$ cat src/hdl/assert_macros.svh
// ----------------------------------------------------------------------------
// assert_macros.svh
// Assertion macros for the encryptor RTL. Each one checks on the rising edge
// of clk and is switched off while rst_n is low.
// ----------------------------------------------------------------------------
`ifndef ASSERT_MACROS_SVH
`define ASSERT_MACROS_SVH

// Checks that an expression is true at every clock edge.
`define ASSERT_ALWAYS(label, expr, msg) \
  label: assert property (@(posedge clk) disable iff (!rst_n) (expr)) \
    else $error(msg);

// Checks that a consequent follows from an antecedent in the same cycle.
`define ASSERT_IMPL(label, ante, cons, msg) \
  label: assert property (@(posedge clk) disable iff (!rst_n) (ante) |-> (cons)) \
    else $error(msg);

`endif

$ cat src/hdl/pfe_pkg.sv
// ----------------------------------------------------------------------------
// pfe_pkg
// Types, codes and small helper functions of the Playfair digram encryptor.
// ----------------------------------------------------------------------------
package pfe_pkg;

  localparam int LETTER_W  = 5;
  localparam int FUNC_W    = 3;
  localparam int RC_W      = 3;
  localparam int ALPHA     = 26;
  localparam int SQ_CELLS  = 25;
  localparam int CFG_IDX_W = 1;

  typedef logic [LETTER_W-1:0] letter_t;
  typedef logic [RC_W-1:0]     rc_t;

  localparam letter_t LETTER_I      = 5'd8;
  localparam letter_t LETTER_J      = 5'd9;
  localparam letter_t LETTER_Q      = 5'd16;
  localparam letter_t LETTER_X      = 5'd23;
  localparam letter_t LETTER_Z      = 5'd25;
  localparam letter_t SQ_FULL_COUNT = 5'd25;

  // Item function codes.
  localparam logic [FUNC_W-1:0] FUNC_KEY   = 3'd0;
  localparam logic [FUNC_W-1:0] FUNC_SEAL  = 3'd1;
  localparam logic [FUNC_W-1:0] FUNC_PLAIN = 3'd2;
  localparam logic [FUNC_W-1:0] FUNC_END   = 3'd3;
  localparam logic [FUNC_W-1:0] FUNC_CLEAR = 3'd4;

  // Configuration register indexes.
  localparam logic [CFG_IDX_W-1:0] REG_FILLER     = 1'b0;
  localparam logic [CFG_IDX_W-1:0] REG_ALT_FILLER = 1'b1;

  typedef enum logic [3:0] {
    ST_IDLE,
    ST_EXEC,
    ST_SEAL,
    ST_RD_A,
    ST_RD_B,
    ST_CALC,
    ST_RD_X,
    ST_OUT_X,
    ST_OUT_Y
  } state_t;

  // Out-of-range letters saturate to z, and j folds onto i.
  function automatic letter_t norm_letter(letter_t v);
    letter_t l;
    l = (v > LETTER_Z) ? LETTER_Z : v;
    if (l == LETTER_J) begin
      l = LETTER_I;
    end
    return l;
  endfunction

  function automatic letter_t cell_at(rc_t r, rc_t c);
    return {r[2:0], 2'b00} + {2'b00, r} + {2'b00, c};
  endfunction

  function automatic rc_t pos_row(letter_t p);
    rc_t r;
    if (p >= 5'd20) begin
      r = 3'd4;
    end else if (p >= 5'd15) begin
      r = 3'd3;
    end else if (p >= 5'd10) begin
      r = 3'd2;
    end else if (p >= 5'd5) begin
      r = 3'd1;
    end else begin
      r = 3'd0;
    end
    return r;
  endfunction

  function automatic rc_t pos_col(letter_t p);
    letter_t d;
    d = p - cell_at(pos_row(p), 3'd0);
    return d[RC_W-1:0];
  endfunction

  function automatic rc_t next_rc(rc_t v);
    return (v >= 3'd4) ? 3'd0 : v + 3'd1;
  endfunction

endpackage

$ cat src/hdl/pfe_ram.sv
// ----------------------------------------------------------------------------
// pfe_ram
// Generic single-write, single-read RAM with a registered read port. The read
// data holds its value while no read is requested.
// ----------------------------------------------------------------------------
module pfe_ram #(
  parameter int WIDTH = 5,
  parameter int DEPTH = 25
) (
  input  logic                     clk,
  input  logic                     we,
  input  logic [$clog2(DEPTH)-1:0] waddr,
  input  logic [WIDTH-1:0]         wdata,
  input  logic                     re,
  input  logic [$clog2(DEPTH)-1:0] raddr,
  output logic [WIDTH-1:0]         rdata
);

  logic [WIDTH-1:0] mem_r [DEPTH];
  logic [WIDTH-1:0] rdata_r;

  always_ff @(posedge clk) begin
    if (we) begin
      mem_r[waddr] <= wdata;
    end
    if (re) begin
      rdata_r <= mem_r[raddr];
    end
  end

  assign rdata = rdata_r;

endmodule

$ cat src/hdl/playfair_digram_encryptor.sv
// ----------------------------------------------------------------------------
// playfair_digram_encryptor
// Playfair encryptor over a 5x5 key square held in two small RAMs.
// ----------------------------------------------------------------------------
// The block takes one item at a time. A key letter, clear or ignored item
// passes through the execute state and then the input is ready again. A seal
// walks the alphabet one letter a cycle through the letter placement logic.
// A plain letter that completes a digram, or an end of message with a letter
// pending, goes through these steps: the letter-position RAM is read for both
// letters, the target cells are worked out, and the key square RAM is read
// once per cipher letter, all through one read port each. The two cipher
// letters leave through an output register, so a stalled result channel holds
// the block in its output states.
// ----------------------------------------------------------------------------
`include "assert_macros.svh"

module playfair_digram_encryptor (
  input  logic                            clk,
  input  logic                            rst_n,
  input  logic                            in_valid,
  output logic                            in_ready,
  input  logic [pfe_pkg::FUNC_W-1:0]      in_func,
  input  logic [pfe_pkg::LETTER_W-1:0]    in_letter,
  output logic                            out_valid,
  input  logic                            out_ready,
  output logic [pfe_pkg::LETTER_W-1:0]    out_cipher_letter,
  output logic                            out_last,
  input  logic                            cfg_valid,
  output logic                            cfg_ready,
  input  logic [pfe_pkg::CFG_IDX_W-1:0]   cfg_index,
  input  logic [pfe_pkg::LETTER_W-1:0]    cfg_wdata
);

  pfe_pkg::state_t  state_r, state_nxt;
  logic [pfe_pkg::FUNC_W-1:0] func_r;
  pfe_pkg::letter_t letter_r;
  logic             pend_valid_r, pend_valid_nxt;
  pfe_pkg::letter_t pend_letter_r, pend_letter_nxt;
  pfe_pkg::letter_t b_r, b_nxt;
  pfe_pkg::letter_t pa_r, pa_nxt;
  pfe_pkg::letter_t x_idx_r, x_idx_nxt;
  pfe_pkg::letter_t y_idx_r, y_idx_nxt;
  pfe_pkg::letter_t scan_r, scan_nxt;
  pfe_pkg::letter_t count_r, count_nxt;
  logic             sealed_r, sealed_nxt;
  logic [pfe_pkg::ALPHA-1:0] taken_r, taken_nxt;
  pfe_pkg::letter_t filler_r;
  pfe_pkg::letter_t alt_r;
  logic             out_valid_r, out_valid_nxt;
  pfe_pkg::letter_t out_letter_r, out_letter_nxt;
  logic             out_last_r, out_last_nxt;

  logic             in_txn;
  logic             slot_free;
  pfe_pkg::letter_t filler_pick;

  // Shared letter placement unit.
  logic             place_en;
  pfe_pkg::letter_t place_ltr;
  logic             do_place;

  // RAM ports.
  logic             key_re;
  pfe_pkg::letter_t key_raddr;
  pfe_pkg::letter_t key_rdata;
  logic             plc_re;
  pfe_pkg::letter_t plc_raddr;
  pfe_pkg::letter_t plc_rdata;

  // Cell arithmetic for the two letter positions.
  pfe_pkg::rc_t ra, ca, rb, cb;

  // Neither channel takes a transaction while reset is held.
  assign in_ready  = rst_n && (state_r == pfe_pkg::ST_IDLE);
  assign in_txn    = in_valid && in_ready;
  assign cfg_ready = rst_n;
  assign slot_free = !out_valid_r || out_ready;

  assign out_valid         = out_valid_r;
  assign out_cipher_letter = out_letter_r;
  assign out_last          = out_last_r;

  assign do_place = place_en && !taken_r[place_ltr] && (count_r < pfe_pkg::SQ_FULL_COUNT);

  assign ra = pfe_pkg::pos_row(pa_r);
  assign ca = pfe_pkg::pos_col(pa_r);
  assign rb = pfe_pkg::pos_row(plc_rdata);
  assign cb = pfe_pkg::pos_col(plc_rdata);

  always_comb begin
    filler_pick = pfe_pkg::norm_letter(filler_r);
    if (filler_pick == pend_letter_r) begin
      filler_pick = pfe_pkg::norm_letter(alt_r);
    end
  end

  pfe_ram #(.WIDTH(pfe_pkg::LETTER_W), .DEPTH(pfe_pkg::SQ_CELLS)) u_key_ram (
    .clk   (clk),
    .we    (do_place),
    .waddr (count_r),
    .wdata (place_ltr),
    .re    (key_re),
    .raddr (key_raddr),
    .rdata (key_rdata)
  );

  pfe_ram #(.WIDTH(pfe_pkg::LETTER_W), .DEPTH(pfe_pkg::ALPHA)) u_place_ram (
    .clk   (clk),
    .we    (do_place),
    .waddr (place_ltr),
    .wdata (count_r),
    .re    (plc_re),
    .raddr (plc_raddr),
    .rdata (plc_rdata)
  );

  // Next state.
  always_comb begin
    state_nxt = state_r;
    unique case (state_r)
      pfe_pkg::ST_IDLE: begin
        if (in_txn) begin
          state_nxt = pfe_pkg::ST_EXEC;
        end
      end
      pfe_pkg::ST_EXEC: begin
        state_nxt = pfe_pkg::ST_IDLE;
        priority if (func_r == pfe_pkg::FUNC_SEAL && !sealed_r) begin
          state_nxt = pfe_pkg::ST_SEAL;
        end else if (func_r == pfe_pkg::FUNC_PLAIN && sealed_r && pend_valid_r) begin
          state_nxt = pfe_pkg::ST_RD_A;
        end else if (func_r == pfe_pkg::FUNC_END && sealed_r && pend_valid_r) begin
          state_nxt = pfe_pkg::ST_RD_A;
        end else begin
          state_nxt = pfe_pkg::ST_IDLE;
        end
      end
      pfe_pkg::ST_SEAL: begin
        if (scan_r == pfe_pkg::LETTER_Z) begin
          state_nxt = pfe_pkg::ST_IDLE;
        end
      end
      pfe_pkg::ST_RD_A: state_nxt = pfe_pkg::ST_RD_B;
      pfe_pkg::ST_RD_B: state_nxt = pfe_pkg::ST_CALC;
      pfe_pkg::ST_CALC: state_nxt = pfe_pkg::ST_RD_X;
      pfe_pkg::ST_RD_X: state_nxt = pfe_pkg::ST_OUT_X;
      pfe_pkg::ST_OUT_X: begin
        if (slot_free) begin
          state_nxt = pfe_pkg::ST_OUT_Y;
        end
      end
      pfe_pkg::ST_OUT_Y: begin
        if (slot_free) begin
          state_nxt = pfe_pkg::ST_IDLE;
        end
      end
      default: state_nxt = pfe_pkg::ST_IDLE;
    endcase
  end

  // Datapath and outputs.
  always_comb begin
    pend_valid_nxt  = pend_valid_r;
    pend_letter_nxt = pend_letter_r;
    b_nxt           = b_r;
    pa_nxt          = pa_r;
    x_idx_nxt       = x_idx_r;
    y_idx_nxt       = y_idx_r;
    scan_nxt        = scan_r;
    sealed_nxt      = sealed_r;
    out_valid_nxt   = out_valid_r && !out_ready;
    out_letter_nxt  = out_letter_r;
    out_last_nxt    = out_last_r;
    place_en        = 1'b0;
    place_ltr       = letter_r;
    key_re          = 1'b0;
    key_raddr       = x_idx_r;
    plc_re          = 1'b0;
    plc_raddr       = pend_letter_r;

    unique case (state_r)
      pfe_pkg::ST_EXEC: begin
        unique case (func_r)
          pfe_pkg::FUNC_KEY: begin
            place_en = !sealed_r;
          end
          pfe_pkg::FUNC_SEAL: begin
            scan_nxt = '0;
          end
          pfe_pkg::FUNC_PLAIN: begin
            if (sealed_r) begin
              if (!pend_valid_r) begin
                pend_valid_nxt  = 1'b1;
                pend_letter_nxt = letter_r;
              end else if (letter_r != pend_letter_r) begin
                pend_valid_nxt = 1'b0;
                b_nxt          = letter_r;
              end else begin
                // Doubled letter: the second copy stays pending.
                b_nxt = filler_pick;
              end
            end
          end
          pfe_pkg::FUNC_END: begin
            if (sealed_r && pend_valid_r) begin
              pend_valid_nxt = 1'b0;
              b_nxt          = filler_pick;
            end
          end
          pfe_pkg::FUNC_CLEAR: begin
            sealed_nxt      = 1'b0;
            pend_valid_nxt  = 1'b0;
            pend_letter_nxt = '0;
          end
          default: begin
          end
        endcase
      end
      pfe_pkg::ST_SEAL: begin
        place_en  = (scan_r != pfe_pkg::LETTER_J);
        place_ltr = scan_r;
        scan_nxt  = scan_r + 5'd1;
        if (scan_r == pfe_pkg::LETTER_Z) begin
          sealed_nxt = 1'b1;
        end
      end
      pfe_pkg::ST_RD_A: begin
        plc_re    = 1'b1;
        plc_raddr = pend_letter_r;
      end
      pfe_pkg::ST_RD_B: begin
        pa_nxt    = plc_rdata;
        plc_re    = 1'b1;
        plc_raddr = b_r;
      end
      pfe_pkg::ST_CALC: begin
        priority if (ca == cb) begin
          x_idx_nxt = pfe_pkg::cell_at(pfe_pkg::next_rc(ra), ca);
          y_idx_nxt = pfe_pkg::cell_at(pfe_pkg::next_rc(rb), cb);
        end else if (ra == rb) begin
          x_idx_nxt = pfe_pkg::cell_at(ra, pfe_pkg::next_rc(ca));
          y_idx_nxt = pfe_pkg::cell_at(rb, pfe_pkg::next_rc(cb));
        end else begin
          x_idx_nxt = pfe_pkg::cell_at(ra, cb);
          y_idx_nxt = pfe_pkg::cell_at(rb, ca);
        end
      end
      pfe_pkg::ST_RD_X: begin
        key_re    = 1'b1;
        key_raddr = x_idx_r;
      end
      pfe_pkg::ST_OUT_X: begin
        if (slot_free) begin
          out_valid_nxt  = 1'b1;
          out_letter_nxt = key_rdata;
          out_last_nxt   = 1'b0;
          key_re         = 1'b1;
          key_raddr      = y_idx_r;
        end
      end
      pfe_pkg::ST_OUT_Y: begin
        if (slot_free) begin
          out_valid_nxt  = 1'b1;
          out_letter_nxt = key_rdata;
          out_last_nxt   = 1'b1;
        end
      end
      default: begin
      end
    endcase
  end

  always_comb begin
    taken_nxt = taken_r;
    count_nxt = count_r;
    if (state_r == pfe_pkg::ST_EXEC && func_r == pfe_pkg::FUNC_CLEAR) begin
      taken_nxt = '0;
      count_nxt = '0;
    end else if (do_place) begin
      taken_nxt[place_ltr] = 1'b1;
      count_nxt            = count_r + 5'd1;
    end
  end

  always_ff @(posedge clk) begin
    if (!rst_n) begin
      state_r       <= pfe_pkg::ST_IDLE;
      pend_valid_r  <= 1'b0;
      pend_letter_r <= '0;
      count_r       <= '0;
      sealed_r      <= 1'b0;
      taken_r       <= '0;
      out_valid_r   <= 1'b0;
      filler_r      <= pfe_pkg::LETTER_X;
      alt_r         <= pfe_pkg::LETTER_Q;
    end else begin
      state_r       <= state_nxt;
      pend_valid_r  <= pend_valid_nxt;
      pend_letter_r <= pend_letter_nxt;
      count_r       <= count_nxt;
      sealed_r      <= sealed_nxt;
      taken_r       <= taken_nxt;
      out_valid_r   <= out_valid_nxt;
      if (cfg_valid && cfg_ready) begin
        unique case (cfg_index)
          pfe_pkg::REG_FILLER:     filler_r <= cfg_wdata;
          pfe_pkg::REG_ALT_FILLER: alt_r    <= cfg_wdata;
          default: begin
          end
        endcase
      end
    end
  end

  // Payload registers.
  always_ff @(posedge clk) begin
    if (in_txn) begin
      func_r   <= in_func;
      letter_r <= pfe_pkg::norm_letter(in_letter);
    end
    b_r          <= b_nxt;
    pa_r         <= pa_nxt;
    x_idx_r      <= x_idx_nxt;
    y_idx_r      <= y_idx_nxt;
    scan_r       <= scan_nxt;
    out_letter_r <= out_letter_nxt;
    out_last_r   <= out_last_nxt;
  end

  `ASSERT_ALWAYS(a_taken_count, $countones(taken_r) == int'(count_r), "taken count mismatch")
  `ASSERT_IMPL(a_sealed_full, sealed_r, count_r == pfe_pkg::SQ_FULL_COUNT, "sealed but not full")
  `ASSERT_IMPL(a_encrypt_sealed, state_r == pfe_pkg::ST_RD_A, sealed_r, "digram before seal")

endmodule

$ cat config.mk
export PLATFORM = sky130hd
export DESIGN_NAME = playfair_digram_encryptor
export DESIGN_NICKNAME = d
export VERILOG_FILES = /design/src/hdl/pfe_pkg.sv /design/src/hdl/pfe_ram.sv /design/src/hdl/playfair_digram_encryptor.sv
export VERILOG_INCLUDE_DIRS = /design/src /design/src/hdl
export SDC_FILE = /design/constraint.sdc
export NUM_CORES = 1
export LEC_CHECK = 0
export BUFFER_PORTS_ARGS = -buffer_cell sky130_fd_sc_hd__buf_2
export CORE_ASPECT_RATIO = 2
export CORE_MARGIN = 3
export CORE_UTILIZATION = 51
export DETAILED_ROUTE_END_ITERATION = 7
export PLACE_DENSITY_LB_ADDON = 0.05
export SYNTH_ARGS = -nofsm -noshare
export SYNTH_HDL_FRONTEND = slang
export SYNTH_SLANG_ARGS = --single-unit
$ cat constraint.sdc
create_clock -name clk -period 4.7 [get_ports clk]
set_input_delay 0.705 -clock clk [delete_from_list [all_inputs] [get_ports clk]]
set_output_delay 0.705 -clock clk [all_outputs]
set_load 0.005 [all_outputs]
==> flow_summary_export.csv <==
group,metric,value,unit
run_status,status,"completed",
clock_network,cts_max_level,1,
finish,fill_cells,2593,
sta,skew,0.0139,ns
synth,netlist_instances,1189,
synth,ys_warn_count,0,
worst_hold_path,min-delay-path-class,"primary input to flop",
sta,slew_viol_final,0,
grt,grt_pass1_vias,10200,
routing,drt_iter0_drc,514,
clock_network,cts.path.max_buffers,3,
clock_network,clkTransAtPathRegs,0.07,ns
pwr,finalPower,6.39,mW
sta,slew_headroom,20.7,%
synth,ys_seq_area_share,62.6,%
setup_path,arrival,4.61,ns
synth,async_reset_ff_share,0,%
setup_path,worstSetupEndpointType,"flop",
routing,drt-total-wl,37200,um
setup_path,cp-start-kind,"flop",
die,coreArea,0.0312,mm^2
pwr,p_seq_share,54.4,%
setup_path,path_max_fanout,6,
clock_network,cts_made_buffers,30,
setup_path,path_buf_inv,3,
die,fp.dieW,132,um
grt,track_usage,22.1,%
finish,final_area,0.0182,mm^2
pwr,intPower,4.98,mW
synth,ys_seq_elements,357,
die,boundaryPins,28,
sta,tns,0,ns
routing,vias_per_cell,5.74,
setup_path,cp_slowest_stage_delay,0.54,ns
routing,drc,0,
sta,holdWs,0.331,ns
setup_path,path_class,"flop to flop",
finish,instances_no_fill,1692,
setup_path,crit_family,"adder cells",
synth,synth_edf_count,304,
setup_path,cp.required,5.02,ns
grt,grt_overflow,0,
placed_design,dp_cells,1637,
grt,grt_pass1_wl,58400,um
die,die_y,259,um
setup_path,crit_start,"u_place_ram.rdata[1]",
sta,worst_pin_slew,1.19,ns
synth,ys_types,68,
synth,synth_ff_type,"edfxtp_1",
placed_design,dpl-instance-area,0.0172,mm^2
setup_path,cp_common_cell,"inv_1",
worst_hold_path,min_from,"in_func[0]",
finish,antenna_cells,0,
pwr,p_per_area,350,mW/mm^2
placed_design,place_hpwl,27000,um
pwr,power_frac_comb,6.5,%
pwr,clockPowerShare,39.0,%
routing,ant_nets,0,
clock_network,cts_setup_buffers,0,
die,die_area,0.0342,mm^2
synth,syn_avg_cell_area,13.7,um^2
die,initial_core_util,52.1,%
placed_design,port_buffers,27,
clock_network,ctsResizeCount,0,
placed_design,place_ws,0.282,ns
sta,final.setup.worst_slack,0.413,ns
setup_path,crit_slowest_cell,"fa_1",
clock_network,cts_tree,"done",
sta,finalSetupViolations,0,
finish,drive_above_1_share,16.6,%
clock_network,hold_buffers,0,
sta,finalCritPeriodShare,91.2,%
sta,min_period,4.29,ns
sta,rsz0062_at_grt,"false",
placed_design,gp_congestion,0.842,
pwr,ir_drop,0.000333,V
grt,antenna_found_initial,0,
pwr,power.switching,1.40,mW
die,row_count,91,
pwr,sw_frac_of_total,22.0,%
routing,drt_first_pass_iters,5,
clock_network,insertion_delay,0.57,ns
sta,final-hold-violation-count,0,
synth,synth.net_count,1241,
pwr,cellLeakagePower,6.52,nW
finish,finalNetCount,1303,
flow_run,drv_cap,0,
grt,grt_start_max_net_pins,38,
synth,netlist_area,0.0163,mm^2
finish,final_util,58.4,%
setup_path,r2r-start,"u_place_ram.rdata[1]",
finish,area_growth,12.0,%
clock_network,numClockSinks,357,
clock_network,cts_root_buffer,"clkbuf_16",
routing,vias,9714,
routing,wl_per_cell,22.0,um
setup_path,path_cells,"nor2_1, o21ai_0, a221o_1, inv_1, nor2_1, ha_1, inv_1, fa_1, xnor2_1, xnor2_2, inv_1, fa_1, ha_1, a21o_1, a21oi_1, xnor2_1, mux2_2",
sta,max_freq,233,MHz
-- worst register-to-register path, stage by stage (launching register included) --
cell and delay (ns):
edfxtp_1 0.45, nor2_1 0.06, o21ai_0 0.15, a221o_1 0.33
inv_1 0.13, nor2_1 0.21, ha_1 0.18, inv_1 0.04
fa_1 0.37, xnor2_1 0.26, xnor2_2 0.21, inv_1 0.11
fa_1 0.54, ha_1 0.32, a21o_1 0.16, a21oi_1 0.17
xnor2_1 0.08, mux2_2 0.26
-- layout make-up --
type                    instances  area [um^2]  share of cell area, %
multi-input cells             733         5740                   31.5
inverters                      35          131                  0.721
repair buffers                 94          663                   3.64
flip-flops and latches        357        10200                   55.9
clock inverters                19          181                  0.995
clock buffers                  36          795                   4.36
well taps                     418          523                   2.87
-- per-layer routing --
layer / vias up / share of wire, % / track usage [%]
li1: 4660 / - / -
met1: 4802 / 35 / 23.1
met2: 183 / 58 / 44.7
met4: 0 / 4.1 / 8.82
met3: 69 / 2.7 / 1.83
met5: - / 0 / 0
-- worst paths after layout --
kind	to	slack (ns)	cells after the start
setup / recovery	y_idx_r[4]	0.41	17
hold / removal	func_r[0]	0.33	1
setup reg to reg	y_idx_r[4]	0.41	17
hold reg to reg	out_cipher_letter[1]	0.43	0
-- synthesized netlist by cell type (all sizes together), types with 21 or more instances --
cell type	count	area share, %
o22ai	21	0.81
and3	39	1.5
mux2i	89	5.6
edfxtp	304	56
nor2b	26	1.0
a21oi	54	1.7
mux4	32	4.4
nand3	24	0.77
a211oi	27	1.2
ha	25	1.9
inv	35	0.81
clkbuf	48	1.1
o21ai	21	0.65
dfxtp	53	6.5
nand2	89	2.1
nor3	45	1.4
nor2	39	0.90
-- power by group through the flow --
stage / registers (mW) / logic, mW / clock network [mW]
6_report: 3.48 / 0.417 / 2.49
4_1_cts: 3.48 / 0.421 / 2.55
3_3_place_gp: 3.55 / 0.415 / 0
5_1_grt: 3.48 / 0.462 / 2.67
2_1_floorplan: 3.54 / 0.282 / 0
3_5_place_dp: 3.55 / 0.420 / 0
-- cells in the final DEF, fill, tap and decap left out, types with 12 or more instances in the layout --
cell type  synthesis  layout
nor2_1            39      39
buf_2             11      27
xnor2_1           16      15
edfxtp_1         304     304
dfxtp_1           53      53
nand2_1           89      88
xor2_1            16      16
o31ai_1           18      18
o22ai_1           21      21
clkbuf_16          0      31
nand3_1           23      23
mux2i_1           87      82
nor3_1            44      44
inv_1             33      33
ha_1              25      25
o21ai_0           20      19
and3_1            39      39
a21boi_0          12      12
a211oi_1          27      27
nor2b_1           25      25
nand2b_1          14      14
mux4_2            32      32
buf_4              2      65
mux2_2            18      18
a21oi_1           54      54
-- cells by family after synthesis --
family | count (synthesis) | share of synthesized area, %
flip-flops | 357 | 62.6
AND/OR/NAND/NOR | 327 | 10.6
AO/OA/AOI/OAI | 201 | 8.32
buffers and inverters | 99 | 2.47
XOR/XNOR | 32 | 1.72
adder cells (fa/ha/maj) | 34 | 2.97
multiplexers | 139 | 11.3
-- sequential cells by signal, indices dropped and copies added, names as in the netlist, 5 cells and up --
register / count
u_key_ram.mem_r: 125
alt_r: 5
out_cipher_letter: 5
letter_r: 5
count_r: 5
u_place_ram.rdata: 5
y_idx_r: 5
x_idx_r: 5
pend_letter_r: 5
b_r: 5
filler_r: 5
scan_r: 5
pa_r: 5
taken_r: 26
u_key_ram.rdata: 5
u_place_ram.mem_r: 130
Note: power is estimated with default switching activity, not from simulation.
